$ cat src/rtl/dttu_pkg.sv
`timescale 1ns / 1ps
`default_nettype none

package dttu_pkg;

  localparam int unsigned QUEUE_DEPTH = 2;
  localparam int unsigned ADDR_W      = 3;
  localparam int unsigned DATA_W      = 32;
  localparam int unsigned VALUE_W     = 64;

  // Register indexes, taken from paddr[2].
  localparam logic REG_WIDTH_SELECT = 1'b0;
  localparam logic REG_TERMINATOR   = 1'b1;

  localparam logic [1:0] WIDTH_SELECT_RESET = 2'd3;
  localparam logic [7:0] TERMINATOR_RESET   = 8'd0;

  localparam logic [1:0] WSEL_8  = 2'd0;
  localparam logic [1:0] WSEL_16 = 2'd1;
  localparam logic [1:0] WSEL_32 = 2'd2;
  localparam logic [1:0] WSEL_64 = 2'd3;

  localparam logic [1:0] ST_OK      = 2'd0;
  localparam logic [1:0] ST_INVALID = 2'd1;
  localparam logic [1:0] ST_RANGE   = 2'd2;

  // One classified character as it travels from the front to the back.
  typedef struct packed {
    logic       is_end;
    logic       is_space;
    logic       is_digit;
    logic       is_plus;
    logic       is_minus;
    logic       is_term;
    logic [3:0] digit;
  } tok_t;

  typedef enum logic [5:0] {
    PH_LEAD   = 6'b000001,
    PH_SIGN   = 6'b000010,
    PH_DIGITS = 6'b000100,
    PH_TRAIL  = 6'b001000,
    PH_DONE   = 6'b010000,
    PH_FAIL   = 6'b100000
  } phase_t;

endpackage

`default_nettype wire

$ cat src/rtl/dttu_front.sv
`timescale 1ns / 1ps
`default_nettype none

module dttu_front (
  input  wire logic          in_valid,
  input  wire logic          queue_full,
  input  wire logic [7:0]    char_byte,
  input  wire logic [7:0]    terminator,
  output      logic          push,
  output      dttu_pkg::tok_t tok
);

  localparam logic [7:0] CH_NUL   = 8'h00;
  localparam logic [7:0] CH_SPACE = 8'h20;
  localparam logic [7:0] CH_TAB   = 8'h09;
  localparam logic [7:0] CH_CR    = 8'h0D;
  localparam logic [7:0] CH_PLUS  = 8'h2B;
  localparam logic [7:0] CH_MINUS = 8'h2D;
  localparam logic [7:0] CH_ZERO  = 8'h30;
  localparam logic [7:0] CH_NINE  = 8'h39;

  logic [7:0] digit_full;

  assign push       = in_valid && !queue_full;
  assign digit_full = char_byte - CH_ZERO;

  always_comb begin
    tok.is_end   = (char_byte == CH_NUL);
    tok.is_space = (char_byte == CH_SPACE) ||
                   (char_byte >= CH_TAB && char_byte <= CH_CR);
    tok.is_digit = (char_byte >= CH_ZERO) && (char_byte <= CH_NINE);
    tok.is_plus  = (char_byte == CH_PLUS);
    tok.is_minus = (char_byte == CH_MINUS);
    // A zero terminator never matches, since a zero byte ends the string.
    tok.is_term  = (char_byte == terminator) && (char_byte != CH_NUL);
    tok.digit    = digit_full[3:0];
  end

endmodule

`default_nettype wire

$ cat src/rtl/dttu_queue.sv
`timescale 1ns / 1ps
`default_nettype none

module dttu_queue #(
  parameter int unsigned DEPTH = dttu_pkg::QUEUE_DEPTH
) (
  input  wire logic           clk,
  input  wire logic           rst_n,
  input  wire logic           push,
  input  wire dttu_pkg::tok_t push_tok,
  input  wire logic           pop,
  output      logic           full,
  output      logic           not_empty,
  output      dttu_pkg::tok_t head_tok
);

  localparam int unsigned PTR_W = (DEPTH > 1) ? $clog2(DEPTH) : 1;
  localparam int unsigned CNT_W = $clog2(DEPTH + 1);
  localparam logic [PTR_W-1:0] LAST_PTR = PTR_W'(DEPTH - 1);
  localparam logic [CNT_W-1:0] FULL_CNT = CNT_W'(DEPTH);

  dttu_pkg::tok_t  slot_r [DEPTH];
  logic [PTR_W-1:0] wr_ptr_r, rd_ptr_r;
  logic [CNT_W-1:0] count_r;
  logic             do_push, do_pop;

  assign full      = (count_r == FULL_CNT);
  assign not_empty = (count_r != '0);
  assign head_tok  = slot_r[rd_ptr_r];
  assign do_push   = push && !full;
  assign do_pop    = pop && not_empty;

  always_ff @(posedge clk) begin
    if (do_push) begin
      slot_r[wr_ptr_r] <= push_tok;
    end
  end

  always_ff @(posedge clk) begin
    if (!rst_n) begin
      wr_ptr_r <= '0;
      rd_ptr_r <= '0;
      count_r  <= '0;
    end else begin
      if (do_push) begin
        wr_ptr_r <= (wr_ptr_r == LAST_PTR) ? '0 : wr_ptr_r + 1'b1;
      end
      if (do_pop) begin
        rd_ptr_r <= (rd_ptr_r == LAST_PTR) ? '0 : rd_ptr_r + 1'b1;
      end
      if (do_push && !do_pop) begin
        count_r <= count_r + 1'b1;
      end else if (do_pop && !do_push) begin
        count_r <= count_r - 1'b1;
      end
    end
  end

endmodule

`default_nettype wire

$ cat src/rtl/dttu_back.sv
`timescale 1ns / 1ps
`default_nettype none

module dttu_back (
  input  wire logic           clk,
  input  wire logic           rst_n,
  input  wire logic [1:0]     width_select,
  input  wire logic           tok_avail,
  input  wire dttu_pkg::tok_t tok,
  output      logic           pop,
  output      logic           out_valid,
  input  wire logic           out_stall,
  output      logic [63:0]    out_value,
  output      logic [1:0]     out_status
);

  localparam int unsigned PROD_W = dttu_pkg::VALUE_W + 4;

  dttu_pkg::phase_t phase_r, phase_nxt;
  logic [63:0]       acc_r, acc_nxt;
  logic              ovf_r, ovf_nxt;
  logic              neg_r, neg_nxt;
  logic              junk_r, junk_nxt;
  logic              out_valid_r, out_valid_nxt;
  logic [63:0]       out_value_r, out_value_nxt;
  logic [1:0]        out_status_r, out_status_nxt;

  logic [63:0]       wmax;
  logic [PROD_W-1:0] acc_ext, prod;
  logic              out_free;

  always_comb begin
    unique case (width_select)
      dttu_pkg::WSEL_8:  wmax = 64'h0000_0000_0000_00FF;
      dttu_pkg::WSEL_16: wmax = 64'h0000_0000_0000_FFFF;
      dttu_pkg::WSEL_32: wmax = 64'h0000_0000_FFFF_FFFF;
      default:           wmax = 64'hFFFF_FFFF_FFFF_FFFF;
    endcase
  end

  // acc * 10 + digit, kept wide enough that the range test is exact.
  assign acc_ext  = {4'b0, acc_r};
  assign prod     = (acc_ext << 3) + (acc_ext << 1) + {{(PROD_W - 4){1'b0}}, tok.digit};
  assign out_free = !out_valid_r || !out_stall;
  assign pop      = tok_avail && (!tok.is_end || out_free);

  always_comb begin
    phase_nxt      = phase_r;
    acc_nxt        = acc_r;
    ovf_nxt        = ovf_r;
    neg_nxt        = neg_r;
    junk_nxt       = junk_r;
    out_valid_nxt  = out_valid_r && out_stall;
    out_value_nxt  = out_value_r;
    out_status_nxt = out_status_r;

    if (pop) begin
      if (tok.is_end) begin
        out_valid_nxt = 1'b1;
        out_value_nxt = '0;
        if (phase_r != dttu_pkg::PH_DIGITS && phase_r != dttu_pkg::PH_TRAIL &&
            phase_r != dttu_pkg::PH_DONE) begin
          out_status_nxt = dttu_pkg::ST_INVALID;
        end else if (ovf_r || (acc_r > wmax) || (neg_r && acc_r != '0)) begin
          out_status_nxt = dttu_pkg::ST_RANGE;
        end else if (junk_r) begin
          out_status_nxt = dttu_pkg::ST_INVALID;
        end else begin
          out_status_nxt = dttu_pkg::ST_OK;
          out_value_nxt  = acc_r;
        end
        phase_nxt = dttu_pkg::PH_LEAD;
        acc_nxt   = '0;
        ovf_nxt   = 1'b0;
        neg_nxt   = 1'b0;
        junk_nxt  = 1'b0;
      end else begin
        unique case (phase_r)
          dttu_pkg::PH_LEAD: begin
            if (tok.is_space) begin
              phase_nxt = dttu_pkg::PH_LEAD;
            end else if (tok.is_plus || tok.is_minus) begin
              neg_nxt   = tok.is_minus;
              phase_nxt = dttu_pkg::PH_SIGN;
            end else if (tok.is_digit) begin
              phase_nxt = dttu_pkg::PH_DIGITS;
            end else begin
              phase_nxt = dttu_pkg::PH_FAIL;
            end
          end
          dttu_pkg::PH_SIGN: begin
            phase_nxt = tok.is_digit ? dttu_pkg::PH_DIGITS : dttu_pkg::PH_FAIL;
          end
          dttu_pkg::PH_DIGITS, dttu_pkg::PH_TRAIL: begin
            if (phase_r == dttu_pkg::PH_DIGITS && tok.is_digit) begin
              phase_nxt = dttu_pkg::PH_DIGITS;
            end else if (tok.is_term) begin
              phase_nxt = dttu_pkg::PH_DONE;
            end else if (tok.is_space) begin
              phase_nxt = dttu_pkg::PH_TRAIL;
            end else begin
              junk_nxt  = 1'b1;
              phase_nxt = dttu_pkg::PH_DONE;
            end
          end
          default: begin
            phase_nxt = phase_r;
          end
        endcase

        // A digit is added on entering or staying in the digit phase if it fits the width.
        if (tok.is_digit && !ovf_r &&
            (phase_r == dttu_pkg::PH_LEAD || phase_r == dttu_pkg::PH_SIGN ||
             phase_r == dttu_pkg::PH_DIGITS)) begin
          if (prod > {4'b0, wmax}) begin
            ovf_nxt = 1'b1;
          end else begin
            acc_nxt = prod[63:0];
          end
        end
      end
    end
  end

  always_ff @(posedge clk) begin
    if (!rst_n) begin
      phase_r     <= dttu_pkg::PH_LEAD;
      acc_r       <= '0;
      ovf_r       <= 1'b0;
      neg_r       <= 1'b0;
      junk_r      <= 1'b0;
      out_valid_r <= 1'b0;
    end else begin
      phase_r     <= phase_nxt;
      acc_r       <= acc_nxt;
      ovf_r       <= ovf_nxt;
      neg_r       <= neg_nxt;
      junk_r      <= junk_nxt;
      out_valid_r <= out_valid_nxt;
    end
  end

  always_ff @(posedge clk) begin
    out_value_r  <= out_value_nxt;
    out_status_r <= out_status_nxt;
  end

  assign out_valid  = out_valid_r;
  assign out_value  = out_value_r;
  assign out_status = out_status_r;

endmodule

`default_nettype wire

$ cat src/rtl/decimal_text_to_unsigned.sv
`timescale 1ns / 1ps
`default_nettype none

// Channel   Direction  Handshake             Payload
// in_       input      in_valid / in_stall   in_char_byte[7:0]
// out_      output     out_valid / out_stall out_value[63:0], out_status[1:0]
// APB       config     psel/penable/pwrite   paddr[2:0], pwdata[31:0], prdata[31:0]
//
// One character is accepted per cycle while in_stall is low; a zero byte passes
// via the queue to the output register and raises out_valid when the path is clear.
// The parser core takes one queued character per clock unless a zero byte waits on
// the output; in_stall is raised only when the two-entry character queue is full.
// A zero byte leaves the queue only when the output register is empty or being taken.
// Reset is synchronous and active low and returns the parser to its leading phase.

module decimal_text_to_unsigned #(
  parameter int unsigned QUEUE_DEPTH = dttu_pkg::QUEUE_DEPTH
) (
  input  wire logic        clk,
  input  wire logic        rst_n,
  input  wire logic        in_valid,
  output      logic        in_stall,
  input  wire logic [7:0]  in_char_byte,
  output      logic        out_valid,
  input  wire logic        out_stall,
  output      logic [63:0] out_value,
  output      logic [1:0]  out_status,
  input  wire logic        psel,
  input  wire logic        penable,
  input  wire logic        pwrite,
  input  wire logic [dttu_pkg::ADDR_W-1:0] paddr,
  input  wire logic [dttu_pkg::DATA_W-1:0] pwdata,
  output      logic [dttu_pkg::DATA_W-1:0] prdata,
  output      logic        pready
);

  logic [1:0]     width_select_r;
  logic [7:0]     terminator_r;
  logic           reg_idx;
  logic           cfg_write;
  logic           push, queue_full, tok_avail, pop;
  dttu_pkg::tok_t front_tok, head_tok;

  assign pready    = 1'b1;
  assign reg_idx   = paddr[2];
  assign cfg_write = psel && penable && pwrite;

  always_ff @(posedge clk) begin
    if (!rst_n) begin
      width_select_r <= dttu_pkg::WIDTH_SELECT_RESET;
      terminator_r   <= dttu_pkg::TERMINATOR_RESET;
    end else if (cfg_write) begin
      unique case (reg_idx)
        dttu_pkg::REG_WIDTH_SELECT: width_select_r <= pwdata[1:0];
        dttu_pkg::REG_TERMINATOR:   terminator_r   <= pwdata[7:0];
        default:                    width_select_r <= width_select_r;
      endcase
    end
  end

  always_comb begin
    unique case (reg_idx)
      dttu_pkg::REG_WIDTH_SELECT: prdata = {{(dttu_pkg::DATA_W - 2){1'b0}}, width_select_r};
      dttu_pkg::REG_TERMINATOR:   prdata = {{(dttu_pkg::DATA_W - 8){1'b0}}, terminator_r};
      default:                    prdata = '0;
    endcase
  end

  assign in_stall = queue_full;

  dttu_front u_front (
    .in_valid   (in_valid),
    .queue_full (queue_full),
    .char_byte  (in_char_byte),
    .terminator (terminator_r),
    .push       (push),
    .tok        (front_tok)
  );

  dttu_queue #(
    .DEPTH (QUEUE_DEPTH)
  ) u_queue (
    .clk       (clk),
    .rst_n     (rst_n),
    .push      (push),
    .push_tok  (front_tok),
    .pop       (pop),
    .full      (queue_full),
    .not_empty (tok_avail),
    .head_tok  (head_tok)
  );

  dttu_back u_back (
    .clk          (clk),
    .rst_n        (rst_n),
    .width_select (width_select_r),
    .tok_avail    (tok_avail),
    .tok          (head_tok),
    .pop          (pop),
    .out_valid    (out_valid),
    .out_stall    (out_stall),
    .out_value    (out_value),
    .out_status   (out_status)
  );

endmodule

`default_nettype wire

$ cat config.mk
export PLATFORM = sky130hd
export DESIGN_NAME = decimal_text_to_unsigned
export DESIGN_NICKNAME = d
export VERILOG_FILES = /design/src/rtl/dttu_pkg.sv /design/src/rtl/dttu_front.sv /design/src/rtl/dttu_queue.sv /design/src/rtl/dttu_back.sv /design/src/rtl/decimal_text_to_unsigned.sv
export SDC_FILE = /design/constraint.sdc
export NUM_CORES = 1
export LEC_CHECK = 0
export BUFFER_PORTS_ARGS = -buffer_cell sky130_fd_sc_hd__buf_4
export CAP_MARGIN = 5
export CELL_PAD_IN_SITES_DETAIL_PLACEMENT = 0
export CELL_PAD_IN_SITES_GLOBAL_PLACEMENT = 2
export CORE_MARGIN = 2
export CORE_UTILIZATION = 24
export CTS_BUF_LIST = sky130_fd_sc_hd__clkbuf_8
export DETAILED_ROUTE_END_ITERATION = 10
export PLACE_DENSITY_LB_ADDON = 0.2
export SLEW_MARGIN = 20
export SYNTH_ARGS = -nofsm -noshare
export SYNTH_HDL_FRONTEND = slang
export SYNTH_HIERARCHICAL = 1
export SYNTH_SLANG_ARGS = --single-unit
$ cat constraint.sdc
create_clock -name clk -period 14.49 [get_ports clk]
set_input_delay 1.449 -clock clk [delete_from_list [all_inputs] [get_ports clk]]
set_output_delay 1.449 -clock clk [all_outputs]
set_load 0.05 [all_outputs]
==> impl_metrics.py, run 1 <==
metrics = {
    "drt": {
        "wl_microns": 46650,
        "vias": 11740,
        "drtAntennaViolNets": 0,
        "drc": 0,
        "dr.first_iter.drc_count": 633,
        "vias_per_cell": 4.885,
        "drtPass1Iterations": 5,
        "wl_per_cell_microns": 19.41,
    },
    "global_route": {
        "antenna_found_initial": 0,
        "grt_pass1_vias": 11850,
        "overflow": 0,
        "grt_start_max_net_pins": 65,
        "grt.total_usage_pct": 15.03,
        "grt_pass1_wl_microns": 72390,
    },
    "yosys": {
        "synth_top_area_share_pct": 20.35,
        "synth_edf_count": 86,
        "dominantRegCellSynth": "dfxtp_1",
        "yosysUniqueCellTypes": 89,
        "synth-seq-area-share_pct": 29.58,
        "syn-cell-area_sq_mm": 0.01475,
        "synthArstFlopShare_pct": 0,
        "synthTopCellsByArea": "ha_1 (20%), edfxtp_1 (18%), dfxtp_1 (12%), a21oi_1 (4.1%), a22o_1 (3.8%)",
        "yosys.area.top_type": "ha_1",
        "ys_ff_latch": 175,
        "yosysWarningCount": 6,
        "synth_area_per_cell_sq_um": 9.531,
        "syn_inst": 1548,
    },
    "clocking": {
        "clk_latency_ps": 590,
        "cts_sinks": 175,
        "postCtsHoldBufs": 0,
        "cts_buffers": 17,
        "cts-resized-gates": 0,
        "cts_root_buf": "clkbuf_8",
        "tritoncts": "built",
        "post-cts-setup-buffer-count": 0,
        "h-tree-depth": 4,
        "clkTransAtPathRegs_ps": 120,
        "cts.path.max_buffers": 2,
    },
    "pwr": {
        "peakVddDrop_mv": 0.07587,
        "power_leakage_nw": 7.578,
        "power_density_mw_per_mm2": 93.28,
    },
    "floorplan": {
        "start_util_pct": 24.35,
        "core_area_sq_mm": 0.06058,
        "die_y_microns": 251.9,
        "ioPinCount": 151,
        "die_w_microns": 251.9,
        "row_count": 90,
        "die-area_sq_mm": 0.06347,
    },
    "placement": {
        "gp_congestion": 0.8057,
        "hpwl_microns": 36360,
        "port_buffers": 99,
        "placed_cell_area_sq_mm": 0.01589,
    },
    "layout": {
        "final_common_cell": "ha_1",
        "layout.cells.most_common_list": "ha_1 (240), a21oi_1 (121), nand2_1 (114)",
        "area_delta_synth_final_pct": 10.58,
        "finish.instance_area_sq_mm": 0.01632,
        "nets": 1899,
        "drive_gt1_share_pct": 11.67,
    },
    "job": {
        "maxCapViolCount": 0,
    },
    "critical_path": {
        "worst-setup-path-type": "flop to flop",
        "worstRegToRegCells": 23,
        "end_kind": "flop",
        "start_kind": "flop",
        "worstPathMaxFanout": 47,
        "worstPathRequired_ps": 15010,
        "cp.arrival_ps": 9290,
    },
    "sta": {
        "period_minus_slack_ps": 8775,
        "tightest_slew_ps": 1176,
        "fin_skew_ps": 27.59,
        "tns_ps": 0,
        "max_slew_margin_pct": 20.88,
        "max_freq_ghz": 0.1140,
        "rsz0062_at_grt": "no",
        "hold_viol_final": 0,
        "post-route-period-util_pct": 60.56,
        "drv_slew": 0,
        "setup_viol": 0,
    },
    "min_path": {
        "worstHoldPathType": "flop to flop",
        "min_path_cells": 2,
    },
    "run_status": {
        "status": "complete, no violations",
    },
}
## worst paths after layout
path,from,to,slack (ps)
setup / recovery,flop,u_back/acc_r[23]$_SDFFE_PN0P_,5710
hold / removal,terminator_r[2]$_SDFFE_PN0P_,terminator_r[2]$_SDFFE_PN0P_,490
setup reg to reg,flop,u_back/acc_r[23]$_SDFFE_PN0P_,5710
hold reg to reg,terminator_r[2]$_SDFFE_PN0P_,terminator_r[2]$_SDFFE_PN0P_,490
## sequential cells by signal, summed over array words and instances (netlist names), named ones only
register and flops:
u_back/phase_r 6, u_back/neg_r 1, u_back/junk_r 1, width_select_r 2, u_queue/wr_ptr_r 1, u_back/out_value 64
u_queue/slot_r 20, u_queue/count_r 2, u_back/out_valid 1, u_back/out_status 2, u_queue/rd_ptr_r 1, u_back/acc_r 64
u_back/ovf_r 1, terminator_r 8
## routing by layer
layer  share of wire [%]  up-vias  routed length, microns  GRT usage (%)
met4                 1.5        0                     702          4.108
met1                  49     5624                   22990          20.46
li1                    -     5919                       -              -
met2                  46      163                   21690          24.71
met3                 2.7       33                    1267          2.187
met5                   0        -                       0              0
## cells by family after synthesis
group / share of synthesized area, %
and+or+nand+nor: 16.82
buffers and inverters: 6.047
adders and majority gates: 20.62
muxes: 2.001
other: 0.05090
AOI/OAI and AO/OA: 20.72
DFF: 29.58
xor gates and xnor gates: 4.155
## through the flow
step | hold slack (ps) | worst slack [ps] | utilization (%) | power [mW] | cells
floorplan | 455.6 | 8416 | - | 1.024 | 1571
global placement | 472.3 | 5696 | 26.21 | 1.155 | 2370
detailed placement | 480.3 | 5681 | 26.22 | 1.156 | 2370
CTS | 498.4 | 5611 | 26.93 | 1.556 | 2402
global route | 535.3 | 5175 | 26.93 | 1.597 | 2402
finish | 493.8 | 5715 | 26.93 | 1.522 | 2403
## synth_stat cells (10+ instances only)
cell        n
xor2_1     25
buf_4      36
xnor2_1    45
a21o_1     58
a22o_1     64
nor3_1     21
a21oi_1   121
nor2b_1    17
edfxtp_1   86
o21ai_0    64
nor2_1     73
buf_6      34
nand3_1    26
clkbuf_1   15
o21a_1     12
and2_1     74
o21ai_1    20
mux2_2     10
o21bai_1   12
inv_1      36
ha_1      240
dfxtp_1    89
nand4_1    47
nor4_1     31
mux2i_1    16
nand2_1   115
## final cells by class
cell class / count / area (sq um)
inverter: 36 / 135.1
fill: 6506 / 44270
timing repair buffer: 107 / 803.3
clock inverter: 15 / 192.7
antenna: 1 / 2.502
sequential: 175 / 4364
clock buffer: 17 / 234.0
multi-input combinational: 1270 / 9605
tap: 782 / 978.4
## report_power, final
group,switching (mW),internal (mW)
clock,0.237,0.148
sequential,0.0379,0.602
combinational,0.364,0.133
total,0.639,0.883
## worst max-delay path: stages (launching register included)
cell and delay [ps]:
dfxtp_1 620, mux2_2 410, fa_1 500, ha_1 300, a211oi_1 510, o31ai_4 170, o2111ai_1 280, a21oi_1 220
o31a_1 350, o21ai_0 360, a21oi_1 270, nor4_1 340, nor3_1 110, ha_1 300, and4_1 240, nand3_1 170
nor3_1 450, nor3b_1 830, o41ai_1 320, a21oi_1 400, nor4_4 90, a31oi_4 570, buf_4 630, a22o_1 240
No activity file was read; power rests on OpenSTA's default activity.
==> run 2: changes to the inputs <==
- clock period: 14.49 -> 7.7 ns (I/O delays scaled with it)
==> run 2 against run 1 <==
Compared with the run above:
- first-iteration DRC count is 0.95% lower
- design area up 0.58%
- maximum frequency is 23% higher
- largest cell class unchanged
- highest routed layer unchanged
==> impl_metrics.py, run 2 (synthesized netlist as in run 1, its figures left out) <==
metrics = {
    "pwr": {
        "p_switching_mw": 1.207,
        "swShare_pct": 42.31,
        "power_leakage_nw": 7.643,
        "power.internal_mw": 1.647,
        "peakVddDrop_mv": 0.2266,
        "power_frac_comb_pct": 34.2,
        "pwr-share-seq_pct": 41.8,
        "power_density_mw_per_mm2": 173.9,
        "clock_power_share_pct": 24.0,
    },
    "drt": {
        "drc": 0,
        "wl_microns": 47370,
        "dr.first_iter.drc_count": 627,
        "drtAntennaViolNets": 0,
        "vias_per_cell": 4.946,
        "wl_per_cell_microns": 19.61,
        "vias": 11950,
        "drtPass1Iterations": 5,
    },
    "sta": {
        "max_freq_ghz": 0.1407,
        "drv_slew": 0,
        "max_slew_margin_pct": 22.94,
        "tns_ps": 0,
        "post-route-period-util_pct": 92.31,
        "fin_skew_ps": 19.85,
        "tightest_slew_ps": 1145,
        "setup_viol": 0,
        "period_minus_slack_ps": 7108,
        "whs_ps": 434.1,
        "rsz0062_at_grt": "no",
        "hold_viol_final": 0,
    },
    "min_path": {
        "hp-start": "pwdata[3]",
        "worstHoldPathType": "input port to flop",
    },
    "layout": {
        "area_delta_synth_final_pct": 11.23,
        "nets": 1911,
        "drive_gt1_share_pct": 12.38,
        "final_common_cell": "ha_1",
        "n_fill_cell": 6566,
        "layout.cells.most_common_list": "ha_1 (240), a21oi_1 (120), buf_4 (117)",
    },
    "global_route": {
        "use_met2_pct": 24.73,
        "busiest_layer": "met2",
        "grt_pass1_wl_microns": 73040,
        "grt_use_met3_pct": 2.466,
        "grt.total_usage_pct": 15.20,
        "overflow": 0,
        "met1_usage_pct": 20.82,
        "grt_start_max_net_pins": 65,
        "grt_pass1_vias": 11970,
        "antenna_found_initial": 1,
    },
    "placement": {
        "gp_congestion": 0.8217,
        "port_buffers": 99,
        "hpwl_microns": 36980,
    },
    "job": {
        "maxCapViolCount": 0,
    },
    "critical_path": {
        "crit_buf_inv": 2,
        "path_delay_family": "compound AO/OA/AOI/OAI gates",
        "worstPathRequired_ps": 8210,
        "cp.arrival_ps": 7620,
        "worst-setup-path-type": "flop to flop",
        "critPathSlowestCell": "fa_1",
        "worstRegToRegCells": 25,
        "rr_endpoint": "u_back/acc_r[51]$_SDFFE_PN0P_",
        "cp_num_cells": 25,
        "end_kind": "flop",
        "start_kind": "flop",
        "r2r_slack_ps": 590,
        "cp-endpoint": "u_back/acc_r[51]$_SDFFE_PN0P_",
        "worstPathMaxFanout": 22,
        "crit_path_max_incr_delay_ps": 510,
    },
    "floorplan": {
        "ioPinCount": 151,
        "start_util_pct": 24.35,
        "die_y_microns": 251.9,
        "row_count": 90,
        "die_w_microns": 251.9,
        "core_area_sq_mm": 0.06058,
        "die-area_sq_mm": 0.06347,
    },
    "clocking": {
        "cts_buffers": 17,
        "post-cts-setup-buffer-count": 0,
        "cts_root_buf": "clkbuf_8",
        "h-tree-depth": 4,
        "postCtsHoldBufs": 0,
        "clk_latency_ps": 580,
        "clkTransAtPathRegs_ps": 110,
        "cts-resized-gates": 0,
        "tritoncts": "built",
        "cts_sinks": 175,
        "cts.path.max_buffers": 2,
    },
    "run_status": {
        "status": "complete, no violations",
    },
}
-- run 2: per-stage QoR --
stage	total power, mW	area, sq um	util [%]	setup WS, ps	instances
floorplan	1.927	14840	-	1626	1571
global placement	2.201	16000	26.40	563.7	2382
global route	3.019	16410	27.08	78.74	2414
detailed placement	2.204	16000	26.40	462.0	2382
finish	2.854	16410	27.09	592.1	2415
CTS	2.922	16400	27.07	372.4	2414
-- run 2: power groups by stage --
stage / clock network (mW) / registers [mW] / logic, mW
2_1_floorplan: 0 / 1.51 / 0.417
3_3_place_gp: 0 / 1.21 / 0.987
3_5_place_dp: 0 / 1.21 / 0.990
4_1_cts: 0.735 / 1.20 / 0.992
5_1_grt: 0.761 / 1.21 / 1.05
6_report: 0.685 / 1.19 / 0.977
-- run 2: worst min path at each step --
| stage | endpoint | slack, ps | cells after the start |
|---|---|---|---|
| after floorplan | u_back/neg_r$_SDFFE_PN0P_ | 460 | 2 |
| after global placement | terminator_r[3]$_SDFFE_PN0P_ | 470 | 2 |
| after detailed placement | terminator_r[2]$_SDFFE_PN0P_ | 480 | 2 |
| after CTS | terminator_r[3]$_SDFFE_PN0P_ | 360 | 3 |
| after global routing | terminator_r[3]$_SDFFE_PN0P_ | 380 | 3 |
| final | terminator_r[3]$_SDFFE_PN0P_ | 430 | 3 |
-- run 2: metal layers --
metal | vias up | part of all wire (%)
li1 | 5948 | -
met1 | 5762 | 49
met2 | 202 | 46
met3 | 33 | 3.2
met4 | 0 | 1.5
met5 | - | 0
-- run 2: worst min-delay path: stages --
cell	delay, ps
buf_4	110
nand2_1	50
mux2i_1	50
-- run 2: cell type report --
type,instances,area (sq um),area share [%]
diodes,1,2.502,0.01525
inverters,36,135.1,0.8234
well taps,782,978.4,5.962
multi-input cells,1270,9608,58.55
flip-flops and latches,175,4364,26.59
repair buffers,119,918.4,5.596
clock inverters,15,170.2,1.037
clock buffers,17,234.0,1.426
==> run 3: changes to the inputs <==
- ABC_AREA: default -> 1
==> run 3 against run 2 <==
Compared with the run above:
- count of clock-buffer cells in the layout unchanged
- final cell count grew 36%
- die area up 13%
- clock power is 5.4% higher
- via count up 21%
- area after synthesis rose by 13%
- largest cell class unchanged
- highest routed layer unchanged
- largest power group is now combinational logic
- worst setup slack better by 590 ps
- critical path type unchanged
- clock skew shrank 2.0 ps
- maximum frequency is 9.0% higher
- sequential power is 3% higher
- critical path depth up 8
- first-iteration DRC count is 8.9% lower
==> impl_metrics.py, run 3 <==
metrics = {
    "sta": {
        "drv_slew": 0,
        "period_minus_slack_ps": 6518,
        "max_freq_ghz": 0.1534,
        "tightest_slew_ps": 917.4,
        "fin_skew_ps": 17.81,
        "setup_viol": 0,
        "post-route-period-util_pct": 84.65,
        "tns_ps": 0,
        "rsz0062_at_grt": "no",
        "post-route-worst-setup-slack_ps": 1182,
        "hold_viol_final": 0,
        "max_slew_margin_pct": 38.62,
    },
    "yosys": {
        "synth_edf_count": 86,
        "synth_top_area_share_pct": 17.97,
        "yosysWarningCount": 6,
        "syn_inst": 2248,
        "syn-cell-area_sq_mm": 0.01671,
        "dominantRegCellSynth": "dfxtp_1",
        "synth_area_per_cell_sq_um": 7.432,
        "synthTopCellsByArea": "ha_1 (18%), edfxtp_1 (15%), dfxtp_1 (11%), nand2_1 (8.6%), inv_1 (7.1%)",
        "synth-seq-area-share_pct": 26.12,
        "ys_ff_latch": 175,
        "yosys.area.top_type": "ha_1",
        "yosysUniqueCellTypes": 63,
        "yosysMostFrequentCell": "nand2_1",
        "ys_top_cells_by_count": "nand2_1 (383), inv_1 (315), nor2_1 (313)",
        "synthArstFlopShare_pct": 0,
    },
    "layout": {
        "area_delta_synth_final_pct": 11.83,
        "fin_cells": 3277,
        "drive_gt1_share_pct": 16.65,
        "layout.cells.most_common_list": "nand2_1 (381), inv_1 (314), nor2_1 (312)",
        "nets": 2622,
        "final_common_cell": "nand2_1",
    },
    "placement": {
        "hpwl_microns": 42800,
        "dp.cells": 3242,
        "port_buffers": 99,
        "gp_congestion": 0.8013,
        "pre_cts_slack_ps": 1088,
    },
    "clocking": {
        "tritoncts": "built",
        "cts-resized-gates": 0,
        "post-cts-setup-buffer-count": 0,
        "cts_root_buf": "clkbuf_8",
        "clk_latency_ps": 560,
        "postCtsHoldBufs": 0,
        "cts_buffers": 17,
        "clkTransAtPathRegs_ps": 110,
        "cts_sinks": 175,
        "h-tree-depth": 4,
        "cts.path.max_buffers": 2,
    },
    "floorplan": {
        "start_util_pct": 24.32,
        "die-area_sq_mm": 0.07174,
        "row_count": 96,
        "ioPinCount": 151,
        "die_y_microns": 267.8,
        "core_area_sq_mm": 0.06871,
        "die_w_microns": 267.8,
    },
    "min_path": {
        "worstHoldPathType": "input port to flop",
    },
    "global_route": {
        "grt_pass1_vias": 14740,
        "grt.total_usage_pct": 15.34,
        "grt_pass1_wl_microns": 84290,
        "antenna_found_initial": 2,
        "overflow": 0,
        "grt_start_max_net_pins": 70,
    },
    "critical_path": {
        "critPathMostFrequentCell": "nand2_1",
        "worstPathRequired_ps": 8180,
        "start_kind": "flop",
        "r2r_slack_ps": 1180,
        "crit_path_max_incr_delay_ps": 630,
        "end_kind": "flop",
        "worstPathMaxFanout": 64,
        "cp.arrival_ps": 7000,
        "critPathSlowestCell": "dfxtp_1",
        "worst-setup-path-type": "flop to flop",
    },
    "drt": {
        "dr.first_iter.drc_count": 571,
        "vias_per_cell": 4.406,
        "drtPass1Iterations": 5,
        "drc": 0,
        "vias": 14440,
        "wl_microns": 53740,
        "wl_per_cell_microns": 16.40,
        "drtAntennaViolNets": 0,
    },
    "job": {
        "maxCapViolCount": 0,
    },
    "pwr": {
        "power_leakage_nw": 8.592,
        "peakVddDrop_mv": 0.1584,
        "power_density_mw_per_mm2": 181.3,
    },
    "run_status": {
        "status": "complete, no violations",
    },
}
==> run 3: changes by cell type in the layout (fill, tap and decap cells not counted), sizes merged, moves of 82 or more <==
cell / previous run / this run
inv: 43 / 333
nand2: 116 / 465
and2: 83 / 1
nor2: 73 / 327
a21oi: 122 / 206
nand3: 26 / 137
==> run 3: report_power, final <==
group          total, mW  internal, mW  switching, mW
combinational       1.44         0.337           1.10
clock              0.722         0.299          0.423
sequential          1.23          1.15         0.0748
total               3.39          1.79           1.60
==> run 3: path summary, 6_finish.rpt <==
path | from | end | cells past startpoint
setup / recovery | flop | u_back/acc_r[35]$_SDFFE_PN0P_ | 33
hold / removal | in_char_byte[1] | u_queue/slot_r[0][1]$_DFFE_PP_ | 1
hold reg to reg | u_back/junk_r$_SDFFE_PN0P_ | u_back/junk_r$_SDFFE_PN0P_ | 2
setup reg to reg | flop | u_back/acc_r[35]$_SDFFE_PN0P_ | 33
==> run 3: cells by family (layout without fill, tap and decap cells) <==
group / count (synthesis) / in the layout / share of synthesized area, %
AO/OA/AOI/OAI: 344 / 344 / 12.91
XOR/XNOR: 53 / 53 / 2.778
adder cells (fa/ha/maj): 242 / 242 / 18.21
buffers and inverters: 402 / 474 / 10.81
flip-flops: 175 / 175 / 26.12
multiplexers: 10 / 10 / 0.6740
other: 2 / 28 / 0.04495
AND/OR/NAND/NOR: 1020 / 1020 / 28.44
==> run 3: final cells by class <==
class / count / area, sq um
clock buffers: 17 / 234.0
well taps: 931 / 1165
diodes: 3 / 7.507
multi-input cells: 1694 / 10650
inverters: 328 / 1239
repair buffers: 114 / 855.8
fillers: 7766 / 50020
clock inverters: 15 / 172.7
flip-flops and latches: 175 / 4364
==> run 3: per-layer routing <==
metal / up-vias / part of all wire (%) / GRT usage [%]
met1: 6708 / 48 / 20.16
met3: 36 / 2.2 / 2.337
li1: 7551 / - / -
met2: 144 / 48 / 26.52
met5: - / 0 / 0
met4: 0 / 1.1 / 3.186
==> run 3: through the flow <==
stage	utilization [%]	hold WS [ps]	total power, mW	cell area [sq um]
after floorplan	-	441.7	2.389	16790
after global placement	26.58	457.8	2.706	18260
after detailed placement	26.59	462.2	2.717	18270
after CTS	27.18	358.6	3.470	18670
after global routing	27.19	366.5	3.607	18680
final	27.19	432.5	3.387	18680
==> run 3: critical path, delay by kind of cell (launching register included) <==
kind | cells | cell delay [ps]
and+or+nand+nor | 18 | 2040
AOI/OAI and AO/OA | 7 | 1630
adders and majority gates | 3 | 1190
DFF | 1 | 630
muxes | 1 | 410
xor gates and xnor gates | 1 | 260
buffers and inverters | 3 | 220
